<file path="src/design/tbn_pkg.sv">
// Package: word types and widths of the triangle tangent/binormal block
package tbn_pkg;

  localparam int unsigned InW   = 32;  // input coordinate width
  localparam int unsigned DltW  = 33;  // edge and texture delta width
  localparam int unsigned AccW  = 67;  // exact a*b - c*d width
  localparam int unsigned OutW  = 16;  // Q2.14 result width
  localparam int unsigned NumW  = 45;  // dividend width of the final division

  typedef struct packed {
    logic signed [InW-1:0] pos_x;
    logic signed [InW-1:0] pos_y;
    logic signed [InW-1:0] pos_z;
    logic signed [InW-1:0] tex_u;
    logic signed [InW-1:0] tex_v;
  } vtx_t;

  typedef struct packed {
    logic signed [OutW-1:0] tangent_x;
    logic signed [OutW-1:0] tangent_y;
    logic signed [OutW-1:0] tangent_z;
    logic signed [OutW-1:0] binormal_x;
    logic signed [OutW-1:0] binormal_y;
    logic signed [OutW-1:0] binormal_z;
    logic                   degenerate;
  } tbn_t;

endpackage

</file>
<file path="src/design/tbn_in_if.sv">
// Interface: vertex input channel
interface tbn_in_if;
  logic          valid;
  logic          ready;
  tbn_pkg::vtx_t data;
  modport source (output valid, output data, input ready);
  modport sink   (input valid, input data, output ready);
endinterface

</file>
<file path="src/design/tbn_out_if.sv">
// Interface: tangent/binormal result channel
interface tbn_out_if;
  logic          valid;
  logic          ready;
  tbn_pkg::tbn_t data;
  modport source (output valid, output data, input ready);
  modport sink   (input valid, input data, output ready);
endinterface

</file>
<file path="src/design/triangle_tangent_binormal_top.sv">
// Top level: triangle tangent/binormal unit with a shared bit-serial datapath
// Corners 0 and 1 of a triangle are taken and held and give no word.
// Corner 2 starts the bit-serial multiplies (14 products of 33 bits), then per vector
// block scaling one bit a cycle, three 30-bit squares, a 32-step square root and
// three 45-step divisions.
// Input is not taken while a triangle is in work; a finished word waits in the output register.
// Reset (async, active low) clears the corner count, the sequencer and the output valid.
module triangle_tangent_binormal_top (
  input  logic    clk_i,
  input  logic    rst_ni,
  tbn_in_if.sink  in_i,
  tbn_out_if.source out_o
);

  localparam int unsigned AccW = tbn_pkg::AccW;
  localparam int unsigned DltW = tbn_pkg::DltW;
  localparam int unsigned InW  = tbn_pkg::InW;
  localparam int unsigned OutW = tbn_pkg::OutW;
  localparam int unsigned NumW = tbn_pkg::NumW;

  // sequencer codes
  localparam logic [3:0] S_IDLE = 4'd0;
  localparam logic [3:0] S_MLD  = 4'd1;   // load product operands
  localparam logic [3:0] S_MUL  = 4'd2;   // shift-add one multiplier bit
  localparam logic [3:0] S_LOAD = 4'd3;   // take magnitudes of one vector
  localparam logic [3:0] S_NORM = 4'd4;   // block scale one bit a cycle
  localparam logic [3:0] S_SLD  = 4'd5;   // load a square
  localparam logic [3:0] S_SQR  = 4'd6;   // shift-add one bit of a square
  localparam logic [3:0] S_SQRT = 4'd7;   // one root digit
  localparam logic [3:0] S_DLD  = 4'd8;   // load a division
  localparam logic [3:0] S_DIV  = 4'd9;   // one quotient bit
  localparam logic [3:0] S_DONE = 4'd10;  // hand word to output register

  logic [3:0]  state_q;
  logic [1:0]  cc_q;
  logic [2:0]  job_q;
  logic        phase_q;
  logic [5:0]  bit_q;
  logic        vec_q;
  logic [1:0]  cnt_q;
  logic        degen_q;
  logic        out_valid_q;
  tbn_pkg::tbn_t out_data_q;

  logic [InW-1:0]  held_q [10];
  logic [DltW-1:0] e1_q [3];
  logic [DltW-1:0] e2_q [3];
  logic [DltW-1:0] du1_q, dv1_q, du2_q, dv2_q;
  logic [AccW-1:0] acc_q, mcand_q;
  logic [DltW-1:0] mplier_q;
  logic [AccW-1:0] det_q;
  logic [AccW-1:0] tv_q [3];
  logic [AccW-1:0] bv_q [3];
  logic            neg_q [3];
  logic [AccW-1:0] m_q [3];
  logic [63:0]     x_q, r_q, sb_q;
  logic [31:0]     len_q;
  logic [NumW-1:0] num_q;
  logic [32:0]     rem_q;
  logic [OutW-1:0] quo_q;
  logic [OutW-1:0] res_q [6];

  logic in_fire;
  logic [InW-1:0] in_v [5];

  assign in_i.ready  = (state_q == S_IDLE);
  assign in_fire     = in_i.valid & in_i.ready;
  assign out_o.valid = out_valid_q;
  assign out_o.data  = out_data_q;

  assign in_v[0] = in_i.data.pos_x;
  assign in_v[1] = in_i.data.pos_y;
  assign in_v[2] = in_i.data.pos_z;
  assign in_v[3] = in_i.data.tex_u;
  assign in_v[4] = in_i.data.tex_v;

  // operand select: det, then tangent x/y/z, then binormal x/y/z
  logic [1:0]      sel_i;
  logic [DltW-1:0] op_a, op_b;
  always_comb begin
    sel_i = 2'd0;
    op_a  = '0;
    op_b  = '0;
    unique case (job_q) inside
      3'd1, 3'd4: sel_i = 2'd0;
      3'd2, 3'd5: sel_i = 2'd1;
      3'd3, 3'd6: sel_i = 2'd2;
      default:    sel_i = 2'd0;
    endcase
    if (job_q == 3'd0) begin
      op_a = phase_q ? du2_q : du1_q;
      op_b = phase_q ? dv1_q : dv2_q;
    end else if (job_q < 3'd4) begin
      op_a = phase_q ? e2_q[sel_i] : e1_q[sel_i];
      op_b = phase_q ? dv1_q : dv2_q;
    end else begin
      op_a = phase_q ? e1_q[sel_i] : e2_q[sel_i];
      op_b = phase_q ? du2_q : du1_q;
    end
  end

  // shared shift-add step; the sign bit of a signed multiplier weighs negative
  logic            step_sub;
  logic [AccW-1:0] acc_step;
  assign step_sub = (state_q == S_MUL) & ((bit_q == 6'd32) ^ phase_q);
  assign acc_step = !mplier_q[0] ? acc_q :
                    (step_sub ? acc_q - mcand_q : acc_q + mcand_q);

  // vector source, magnitudes and block scale flags
  logic [AccW-1:0] src [3];
  logic [AccW-1:0] or_all;
  logic            too_big, too_small;
  always_comb begin
    for (int i = 0; i < 3; i++) begin
      src[i] = vec_q ? bv_q[i] : tv_q[i];
    end
  end
  assign or_all    = m_q[0] | m_q[1] | m_q[2];
  assign too_big   = |or_all[AccW-1:30];
  assign too_small = !or_all[29];

  // root digit
  logic [63:0] sq_t, r_nxt;
  logic        sq_ge;
  assign sq_t  = r_q + sb_q;
  assign sq_ge = (x_q >= sq_t);
  assign r_nxt = sq_ge ? (r_q >> 1) + sb_q : (r_q >> 1);

  // quotient bit
  logic [32:0]     rem_t;
  logic            dv_ge;
  logic [OutW-1:0] q_fin;
  logic [2:0]      res_idx;
  assign rem_t   = {rem_q[31:0], num_q[NumW-1]};
  assign dv_ge   = (rem_t >= {1'b0, len_q});
  assign q_fin   = {quo_q[OutW-2:0], dv_ge};
  assign res_idx = (vec_q ? 3'd3 : 3'd0) + {1'b0, cnt_q};

  // control
  always_ff @(posedge clk_i or negedge rst_ni) begin
    if (!rst_ni) begin
      state_q     <= S_IDLE;
      cc_q        <= 2'd0;
      job_q       <= 3'd0;
      phase_q     <= 1'b0;
      bit_q       <= 6'd0;
      vec_q       <= 1'b0;
      cnt_q       <= 2'd0;
      degen_q     <= 1'b0;
      out_valid_q <= 1'b0;
    end else begin
      // drop a taken word unless the sequencer refills the register now
      if (out_valid_q && out_o.ready && state_q != S_DONE) begin
        out_valid_q <= 1'b0;
      end
      unique case (state_q)
        S_IDLE: begin
          if (in_fire) begin
            if (cc_q == 2'd2) begin
              cc_q    <= 2'd0;
              job_q   <= 3'd0;
              phase_q <= 1'b0;
              state_q <= S_MLD;
            end else begin
              cc_q <= cc_q + 2'd1;
            end
          end
        end
        S_MLD: begin
          bit_q   <= 6'd0;
          state_q <= S_MUL;
        end
        S_MUL: begin
          bit_q <= bit_q + 6'd1;
          if (bit_q == 6'd32) begin
            if (!phase_q) begin
              phase_q <= 1'b1;
              state_q <= S_MLD;
            end else begin
              phase_q <= 1'b0;
              if (job_q == 3'd6) begin
                vec_q   <= 1'b0;
                state_q <= S_LOAD;
              end else begin
                job_q   <= job_q + 3'd1;
                state_q <= S_MLD;
              end
            end
          end
        end
        S_LOAD: begin
          if (!vec_q && det_q == '0) begin
            degen_q <= 1'b1;
            state_q <= S_DONE;
          end else begin
            state_q <= S_NORM;
          end
        end
        S_NORM: begin
          if (or_all == '0) begin
            degen_q <= 1'b1;
            state_q <= S_DONE;
          end else if (!too_big && !too_small) begin
            cnt_q   <= 2'd0;
            state_q <= S_SLD;
          end
        end
        S_SLD: begin
          bit_q   <= 6'd0;
          state_q <= S_SQR;
        end
        S_SQR: begin
          bit_q <= bit_q + 6'd1;
          if (bit_q == 6'd29) begin
            if (cnt_q == 2'd2) begin
              cnt_q   <= 2'd0;
              state_q <= S_SQRT;
            end else begin
              cnt_q   <= cnt_q + 2'd1;
              state_q <= S_SLD;
            end
          end
        end
        S_SQRT: begin
          if (sb_q[0]) begin
            cnt_q   <= 2'd0;
            state_q <= S_DLD;
          end
        end
        S_DLD: begin
          bit_q   <= 6'd0;
          state_q <= S_DIV;
        end
        S_DIV: begin
          bit_q <= bit_q + 6'd1;
          if (bit_q == 6'(NumW - 1)) begin
            if (cnt_q == 2'd2) begin
              cnt_q <= 2'd0;
              if (!vec_q) begin
                vec_q   <= 1'b1;
                state_q <= S_LOAD;
              end else begin
                degen_q <= 1'b0;
                state_q <= S_DONE;
              end
            end else begin
              cnt_q   <= cnt_q + 2'd1;
              state_q <= S_DLD;
            end
          end
        end
        S_DONE: begin
          // hold until the output register is free
          if (!out_valid_q || out_o.ready) begin
            out_valid_q <= 1'b1;
            state_q     <= S_IDLE;
          end
        end
        default: state_q <= S_IDLE;
      endcase
    end
  end

  // datapath
  always_ff @(posedge clk_i) begin
    unique case (state_q)
      S_IDLE: begin
        if (in_fire) begin
          if (cc_q == 2'd0) begin
            for (int i = 0; i < 5; i++) held_q[i] <= in_v[i];
          end else if (cc_q == 2'd1) begin
            for (int i = 0; i < 5; i++) held_q[5+i] <= in_v[i];
          end else begin
            for (int i = 0; i < 3; i++) begin
              e1_q[i] <= {held_q[5+i][InW-1], held_q[5+i]} - {held_q[i][InW-1], held_q[i]};
              e2_q[i] <= {in_v[i][InW-1], in_v[i]} - {held_q[i][InW-1], held_q[i]};
            end
            du1_q <= {held_q[8][InW-1], held_q[8]} - {held_q[3][InW-1], held_q[3]};
            dv1_q <= {held_q[9][InW-1], held_q[9]} - {held_q[4][InW-1], held_q[4]};
            du2_q <= {in_v[3][InW-1], in_v[3]} - {held_q[3][InW-1], held_q[3]};
            dv2_q <= {in_v[4][InW-1], in_v[4]} - {held_q[4][InW-1], held_q[4]};
            acc_q <= '0;
          end
        end
      end
      S_MLD: begin
        mcand_q  <= {{(AccW-DltW){op_a[DltW-1]}}, op_a};
        mplier_q <= op_b;
      end
      S_MUL: begin
        mcand_q  <= mcand_q << 1;
        mplier_q <= mplier_q >> 1;
        if (bit_q == 6'd32 && phase_q) begin
          acc_q <= '0;
          unique case (job_q)
            3'd0: det_q <= acc_step;
            3'd1: tv_q[0] <= acc_step;
            3'd2: tv_q[1] <= acc_step;
            3'd3: tv_q[2] <= acc_step;
            3'd4: bv_q[0] <= acc_step;
            3'd5: bv_q[1] <= acc_step;
            3'd6: bv_q[2] <= acc_step;
            default: det_q <= acc_step;
          endcase
        end else begin
          acc_q <= acc_step;
        end
      end
      S_LOAD: begin
        for (int i = 0; i < 3; i++) begin
          neg_q[i] <= src[i][AccW-1];
          m_q[i]   <= src[i][AccW-1] ? '0 - src[i] : src[i];
        end
      end
      S_NORM: begin
        acc_q <= '0;
        if (too_big) begin
          for (int i = 0; i < 3; i++) m_q[i] <= m_q[i] >> 1;
        end else if (too_small && or_all != '0) begin
          for (int i = 0; i < 3; i++) m_q[i] <= m_q[i] << 1;
        end
      end
      S_SLD: begin
        mcand_q  <= m_q[cnt_q];
        mplier_q <= m_q[cnt_q][DltW-1:0];
      end
      S_SQR: begin
        acc_q    <= acc_step;
        mcand_q  <= mcand_q << 1;
        mplier_q <= mplier_q >> 1;
        if (bit_q == 6'd29 && cnt_q == 2'd2) begin
          x_q  <= acc_step[63:0];
          r_q  <= '0;
          sb_q <= 64'h4000_0000_0000_0000;
        end
      end
      S_SQRT: begin
        x_q  <= sq_ge ? x_q - sq_t : x_q;
        r_q  <= r_nxt;
        sb_q <= sb_q >> 2;
        if (sb_q[0]) len_q <= r_nxt[31:0];
      end
      S_DLD: begin
        // dividend is |c| * 16384 plus half the length
        num_q <= {1'b0, m_q[cnt_q][29:0], 14'd0} + {14'd0, len_q[31:1]};
        rem_q <= '0;
        quo_q <= '0;
      end
      S_DIV: begin
        rem_q <= dv_ge ? rem_t - {1'b0, len_q} : rem_t;
        quo_q <= q_fin;
        num_q <= num_q << 1;
        if (bit_q == 6'(NumW - 1)) begin
          res_q[res_idx] <= (neg_q[cnt_q] ^ det_q[AccW-1]) ? '0 - q_fin : q_fin;
        end
      end
      S_DONE: begin
        if (!out_valid_q || out_o.ready) begin
          out_data_q.tangent_x  <= degen_q ? '0 : res_q[0];
          out_data_q.tangent_y  <= degen_q ? '0 : res_q[1];
          out_data_q.tangent_z  <= degen_q ? '0 : res_q[2];
          out_data_q.binormal_x <= degen_q ? '0 : res_q[3];
          out_data_q.binormal_y <= degen_q ? '0 : res_q[4];
          out_data_q.binormal_z <= degen_q ? '0 : res_q[5];
          out_data_q.degenerate <= degen_q;
        end
      end
      default: ;
    endcase
  end

endmodule

</file>
<file path="src/flat_wrapper.sv">
// flat-port wrapper written by rule: the top's interface ports become plain ports
module triangle_tangent_binormal_top_flat 
  (clk_i, rst_ni, in_i_valid, in_i_data, in_i_ready, out_o_valid, out_o_data, out_o_ready);
  tbn_in_if in_i_i ();
  tbn_out_if out_o_i ();
  input  logic clk_i;
  input  logic rst_ni;
  input wire logic [$bits(in_i_i.valid)-1:0] in_i_valid;
  input wire logic [$bits(in_i_i.data)-1:0] in_i_data;
  output wire logic [$bits(in_i_i.ready)-1:0] in_i_ready;
  output wire logic [$bits(out_o_i.valid)-1:0] out_o_valid;
  output wire logic [$bits(out_o_i.data)-1:0] out_o_data;
  input wire logic [$bits(out_o_i.ready)-1:0] out_o_ready;
  assign in_i_i.valid = in_i_valid;
  assign in_i_i.data = in_i_data;
  assign in_i_ready = in_i_i.ready;
  assign out_o_valid = out_o_i.valid;
  assign out_o_data = out_o_i.data;
  assign out_o_i.ready = out_o_ready;
  triangle_tangent_binormal_top u_core (.clk_i(clk_i), .rst_ni(rst_ni), .in_i(in_i_i), .out_o(out_o_i));
endmodule
</file>
<file path="config.mk">
export PLATFORM = sky130hd
export DESIGN_NAME = triangle_tangent_binormal_top_flat
export DESIGN_NICKNAME = d
export VERILOG_FILES = /design/src/design/tbn_pkg.sv /design/src/design/tbn_in_if.sv /design/src/design/tbn_out_if.sv /design/src/design/triangle_tangent_binormal_top.sv /design/src/flat_wrapper.sv
export SDC_FILE = /design/constraint.sdc
export NUM_CORES = 2
export LEC_CHECK = 0
export ABC_AREA = 0
export ABC_CLOCK_PERIOD_IN_PS = 14050
export BUFFER_PORTS_ARGS = -buffer_cell sky130_fd_sc_hd__buf_2
export CAP_MARGIN = 30
export CORE_ASPECT_RATIO = 0.7
export CORE_MARGIN = 2
export CORE_UTILIZATION = 40
export CTS_CLUSTER_SIZE = 24
export DETAILED_ROUTE_END_ITERATION = 10
export RECOVER_POWER = 50
export SYNTH_ARGS = -nofsm -noshare
export SYNTH_HDL_FRONTEND = slang
export SYNTH_SLANG_ARGS = --single-unit
</file>
<file path="constraint.sdc">
create_clock -name clk_i -period 14.05 [get_ports clk_i]
set_input_delay 1.405 -clock clk_i [delete_from_list [all_inputs] [get_ports clk_i]]
set_output_delay 1.405 -clock clk_i [all_outputs]
set_load 0.005 [all_outputs]
</file>
# After elaboration in Yosys (flattened, before gate mapping)
# Memories as Yosys holds them, arrays and structs flattened. A register that Yosys moved wholly into a read port is not among the register bits.
# Index checks and enable logic that the tools add are counted.
[op_classes] bitwise=15 add_sub_neg=26 reduce_logical=57 eq_ne=44 magnitude_cmp=3 mux=172
[ops] op="$mux 67" count=22
[ops] op="$pmux 64 s2" count=3
[ops] op="$sub 32x32->33" count=10
[ops] op="$mux 64" count=5
[ops] op="$pmux 67 s4" count=1
[ops] op="$reduce_or 67->1" count=4
[ops] op="$mux 33" count=8
[ops] op="$pmux 67 s3" count=1
[ops] op="$sub 1x67->67 const A" count=3
[ops] op="$mux 32" count=6
[ops] op="$reduce_or 32->1" count=5
[ops] op="$logic_not 67->1" count=2
[ops] op="$or 67x67->67" count=2
[ops] op="$pmux 33 s3" count=1
[ops] op="$pmux 45 s2" count=1
[ops] op="$mux 1" count=76
[ops] op="$mux 4" count=18
[ops] op="$add 67x67->67" count=1
[ops] op="$reduce_bool 67->1" count=1
[ops] op="$sub 67x67->67" count=1
[ops] op="$add 63x64->64" count=1
[ops] op="$add 64x64->64" count=1
[ops] op="$ge 64x64->1" count=1
[ops] op="$pmux 32 s2" count=1
[ops] op="other kinds (58)" count=142
[word_totals] in_bits=164 mem_count=8 ram_bits=1220 regBits=704 out_inout_bits=99
[mem_list] name="u_core.held_q" words=10 word_bits=32 read_ports=10 rd_ports_with_merged_regs=0 wr=5 line_no="triangle_tangent_binormal_top.sv:45" source="logic [InW-1:0] held_q [10];"
[mem_list] name="u_core.bv_q" words=3 word_bits=67 read_ports=3 rd_ports_with_merged_regs=0 wr=1 line_no="triangle_tangent_binormal_top.sv:53" source="logic [AccW-1:0] bv_q [3];"
[mem_list] name="u_core.m_q" words=3 word_bits=67 read_ports=4 rd_ports_with_merged_regs=0 wr=3 line_no="triangle_tangent_binormal_top.sv:55" source="logic [AccW-1:0] m_q [3];"
[mem_list] name="u_core.tv_q" words=3 word_bits=67 read_ports=3 rd_ports_with_merged_regs=0 wr=1 line_no="triangle_tangent_binormal_top.sv:52" source="logic [AccW-1:0] tv_q [3];"
[mem_list] name="u_core.e1_q" words=3 word_bits=33 read_ports=1 rd_ports_with_merged_regs=0 wr=3 line_no="triangle_tangent_binormal_top.sv:46" source="logic [DltW-1:0] e1_q [3];"
[mem_list] name="u_core.e2_q" words=3 word_bits=33 read_ports=1 rd_ports_with_merged_regs=0 wr=3 line_no="triangle_tangent_binormal_top.sv:47" source="logic [DltW-1:0] e2_q [3];"
[mem_list] name="2 more memories"

# Logic depth before layout (Yosys ltp)
# An unclocked memory read counts as a cell.
[depth] ltp_word=10 ltp_mapped=28

# Worst setup path after synthesis
# OpenSTA, ideal clock, no wires.
[synth_path] path_kind="register to register" start="reg u_core.state_q[3]" end="mem u_core.held_q[5][0] (enable)" path_stages_with_launch=5 path_buffers=1 setup_slack_ps=-21 setup_time_ps=911 t_arrival_ps=13160 path_cell_list="dfrtp_1 -> clkbuf_1 -> nor4_1 -> nand2_1 -> nor3b_1"
[synth_rtl] element="start, declared" line_no="triangle_tangent_binormal_top.sv:34" source="logic [3:0] state_q;"
[synth_rtl] element="start signal, assigned" line_no="triangle_tangent_binormal_top.sv:142" source="state_q <= S_IDLE;"
[synth_rtl] element="start signal, assigned" line_no="triangle_tangent_binormal_top.sv:163" source="state_q <= S_MLD;"
[synth_rtl] element="start signal, assigned" line_no="triangle_tangent_binormal_top.sv:171" source="state_q <= S_MUL;"
[synth_rtl] element="end, declared" line_no="triangle_tangent_binormal_top.sv:45"

==> results.toml <==
[floorplanning]
die_width_um = 641
design.core.area_mm2 = 0.282
fp.dieArea_mm2 = 0.288
floorplan.io_pins = 263
fp-row-count = 163
effective_utilization_at_floorplan = 0.402
die_h_um = 450

[worst_setup_path]
critical_path.n_buffers_inverters = 3
setup.worst_path.class = "reg2reg"
cp_slowest_cell = "sky130_fd_sc_hd__clkbuf_1"
worst_path_most_repeated_cell = "sky130_fd_sc_hd__clkbuf_1"
crit_path_start = "u_core.state_q[0]"
required_time_of_the_critical_path_ps = 14270
worst-path-stages = 6
worstPathCellList = "nor4_1 -> clkbuf_1 -> nand2_1 -> nor3_1 -> clkbuf_1 -> clkbuf_1"
crit_family = "buffers and inverters"
crit_arrival_ps = 10380
r2r_setup_slack_ps = 3890
r2r_start = "u_core.state_q[0]"
worstSetupStartpointType = "register"
rr_worst_depth = 6
path_max_fanout = 115
cp-endpoint = "u_core.held_q[4][24]"
endpoint_of_the_worst_slack_reg_to_reg_timing_path = "u_core.held_q[4][24]"
cp_slowest_stage_delay_ps = 5210
worst_setup_path_end_kind = "register"

[synthesis]
synth_edf_count = 1967
synth.ff_latch_count = 1988
synth_warnings = 0
yosysSeqAreaShare = 0.525
post_synth_num_cell_types = 105
synth_fp_nets = 11100
syn_area_per_cell_um2 = 11.0
netlist_area_mm2 = 0.113
ys.flop_type = "sky130_fd_sc_hd__edfxtp_1"
synthArstFlopShare = 0.0106
netlist_instances = 10300

[cells_and_area]
mostFrequentLayoutCell = "sky130_fd_sc_hd__edfxtp_1"
fill_cells = 26200
utilization = 0.446
finish.net_count = 11300
layout.cells.most_common_list = "sky130_fd_sc_hd__edfxtp_1 (1,967), sky130_fd_sc_hd__a21oi_1 (954), sky130_fd_sc_hd__nor2_1 (943)"
syn2layout_area_growth_pct = 10.8
drive_gt1_frac = 0.0616

[detailed_routing]
post_drt_wl_per_cell_um = 24.9
initialDrtViolationCount = 11000
via_per_inst = 5.89
dr_total_vias = 85500
detail_route.drc_violations = 0
drt_pre_antenna_iters = 6
post_route_ant_nets = 0
detail_route.wirelength_mm = 362

[sta]
highest_clock_rate_mhz = 98.5
fin_tns_setup_ps = 0
max-slew-margin-rel = -4.41
fin_worst_skew_ps = 80.7
hold_viol_final = 0
fin_ws_ps = 3890
clock_period_minus_worst_slack_ps = 10160
final_min_period_over_clock_period = 0.723
timing.final.max_slew_violations = 1882
worst_slew_pin_slew_ps = 8110
finalSetupViolations = 0
grt_setup_unrepaired = "no"

[clock_tree]
hold_bufs_inserted_after_cts = 0
cts_buffer_depth = 4
numClockSinks = 1988
h-tree-depth = 4
clk_root_buffer_cell = "sky130_fd_sc_hd__clkbuf_16"
worst_setup_hold_path_clk_slew_ps = 60
postCtsSetupBuffers = 0
post_cts_resized = 0
tritoncts_clock_tree = "yes"
worstSkewPairLatency_ps = 910
cts_inserted_buffers = 208

[pwr]
power.net_switching_uw = 10600
combPwrFrac = 0.405
power.clock.fraction = 0.218
power_switching_share = 0.409
power_leakage_uw = 0.0447
sequentialPowerShare = 0.377
internal_power_uw = 15300
power-per-cell-area_mw_per_mm2 = 206
peak_supply_drop_v = 0.000141

[global_route]
global_route.usage.total = 0.244
grt_antenna_before_repair = 40
grt_first_pass_wirelength_mm = 531
first_global_vias = 78900
grt_start_max_net_pins = 149
grt_overflow = 0

[placed_design]
post-dp-hpwl_mm = 270
preCtsSetupSlack_ps = 6090
numPortBuffers = 262
finalWeightedCongestion = 0.953

[flow_run]
max-cap-violations = 35

[outcome]
result_of_the_run = "finished with violations"
violated_checks = "capacitance limit, slew limit"

[hold_path]
start_point_of_the_worst_min_delay_path = "u_core.mplier_q[24]"
hold_path_class = "reg2reg"
worstHoldPathCells = 1
==> cell usage after synthesis, types with 27 or more instances <==
| master | count | share of area |
|---|---|---|
| sky130_fd_sc_hd__o21bai_1 | 70 | 0.0046 |
| sky130_fd_sc_hd__a221o_1 | 98 | 0.0086 |
| sky130_fd_sc_hd__buf_1 | 35 | 0.0012 |
| sky130_fd_sc_hd__or3_1 | 88 | 0.0049 |
| sky130_fd_sc_hd__xor2_1 | 333 | 0.026 |
| sky130_fd_sc_hd__nor3b_1 | 36 | 0.0024 |
| sky130_fd_sc_hd__nor2b_1 | 211 | 0.012 |
| sky130_fd_sc_hd__mux2i_1 | 390 | 0.034 |
| sky130_fd_sc_hd__nor3_1 | 204 | 0.0090 |
| sky130_fd_sc_hd__edfxtp_1 | 1967 | 0.52 |
| sky130_fd_sc_hd__o21ai_0 | 533 | 0.024 |
| sky130_fd_sc_hd__nand2b_1 | 90 | 0.0050 |
| sky130_fd_sc_hd__and3_1 | 77 | 0.0042 |
| sky130_fd_sc_hd__and2_1 | 145 | 0.0080 |
| sky130_fd_sc_hd__a21o_1 | 218 | 0.014 |
| sky130_fd_sc_hd__ha_1 | 581 | 0.064 |
| sky130_fd_sc_hd__nor4_1 | 97 | 0.0053 |
| sky130_fd_sc_hd__buf_2 | 28 | 0.0012 |
| sky130_fd_sc_hd__mux2_2 | 27 | 0.0027 |
| sky130_fd_sc_hd__o21a_1 | 95 | 0.0063 |
| sky130_fd_sc_hd__mux4_2 | 33 | 0.0065 |
| sky130_fd_sc_hd__or2_2 | 45 | 0.0025 |
| sky130_fd_sc_hd__inv_1 | 449 | 0.015 |
| sky130_fd_sc_hd__nor2_1 | 953 | 0.032 |
| sky130_fd_sc_hd__a21oi_1 | 956 | 0.042 |
| sky130_fd_sc_hd__nand2_1 | 706 | 0.023 |
| sky130_fd_sc_hd__o211ai_1 | 31 | 0.0021 |
| sky130_fd_sc_hd__a21boi_0 | 30 | 0.0020 |
| sky130_fd_sc_hd__xnor2_1 | 455 | 0.035 |
| sky130_fd_sc_hd__nand3_1 | 143 | 0.0063 |
| sky130_fd_sc_hd__clkbuf_1 | 323 | 0.011 |
| sky130_fd_sc_hd__a211oi_1 | 143 | 0.0095 |
| sky130_fd_sc_hd__nand4_1 | 102 | 0.0056 |
| sky130_fd_sc_hd__a31oi_1 | 138 | 0.0076 |
| sky130_fd_sc_hd__o31ai_1 | 80 | 0.0053 |
==> worst min-delay path by stage <==
stage                          endpoint  slack [ps]
floorplan               u_core.bit_q[4]         460
global placement        u_core.bit_q[5]         490
detailed placement      u_core.bit_q[5]         510
CTS                     u_core.job_q[0]         450
global route        u_core.mplier_q[23]         530
finish              u_core.mplier_q[23]         500
==> per-stage QoR <==
stage	total power, µW	cell area [µm²]	hold WS [ps]	std cells
2_1_floorplan	16200	113000	460	10300
3_3_place_gp	19800	119000	491	14100
3_5_place_dp	19900	119000	505	14100
4_1_cts	25600	126000	449	14500
5_1_grt	27100	126000	531	14500
6_report	25900	126000	497	14500
==> routing by layer <==
| metal | routed length (µm) | up-vias | track usage |
|---|---|---|---|
| met5 | 34 | - | 0 |
| met4 | 6100 | 6 | 0.0404 |
| met2 | 143000 | 4009 | 0.329 |
| met1 | 173000 | 42200 | 0.395 |
| met3 | 40800 | 377 | 0.0568 |
| li1 | - | 39000 | - |
==> power by group through the flow <==
| stage | Sequential (µW) | Combinational (µW) | Clock (µW) |
|---|---|---|---|
| 4_1_cts | 9640 | 10200 | 5730 |
| 5_1_grt | 9830 | 11300 | 5960 |
| 3_3_place_gp | 9740 | 10000 | 0 |
| 3_5_place_dp | 9750 | 10200 | 0 |
| 6_report | 9760 | 10500 | 5640 |
| 2_1_floorplan | 9500 | 6650 | 0 |
==> state kept, by name (all words and copies together) (netlist names), 96 cells and up <==
| register | count |
|---|---|
| out_o_data | 96 |
| u_core.bv_q | 201 |
| u_core.e1_q | 99 |
| u_core.e2_q | 99 |
| u_core.held_q | 320 |
| u_core.m_q | 201 |
| u_core.res_q | 96 |
| u_core.tv_q | 201 |
==> final cells by class <==
type	instances	area, µm²	share of cell area
inverters	455	1710	0.0136
well taps	3795	4750	0.0378
flip-flops and latches	1988	59600	0.474
clock buffers	242	5370	0.0428
diodes	16	40.0	0.000319
clock inverters	130	1320	0.0105
multi-input cells	7477	50700	0.404
repair buffers	427	2150	0.0171
==> worst register-to-register path: cells and delay by family, from the launching register on <==
family	cells	cell delay, ps
buf+inv	3	7810
flops	1	620
simple gates	3	740
==> logic make-up (layout without fill, tap and decap cells) <==
family,after synthesis,after routing,synth area share
XOR/XNOR,788,788,0.0608
multiplexers,450,450,0.0436
flip-flops,1988,1988,0.525
buffers and inverters,861,1254,0.0298
adder cells (fa/ha/maj),596,596,0.0667
other,0,16,0
AND/OR/NAND/NOR,2997,2997,0.128
AO/OA/AOI/OAI,2646,2646,0.146
Power figures use the tool's default switching activity.
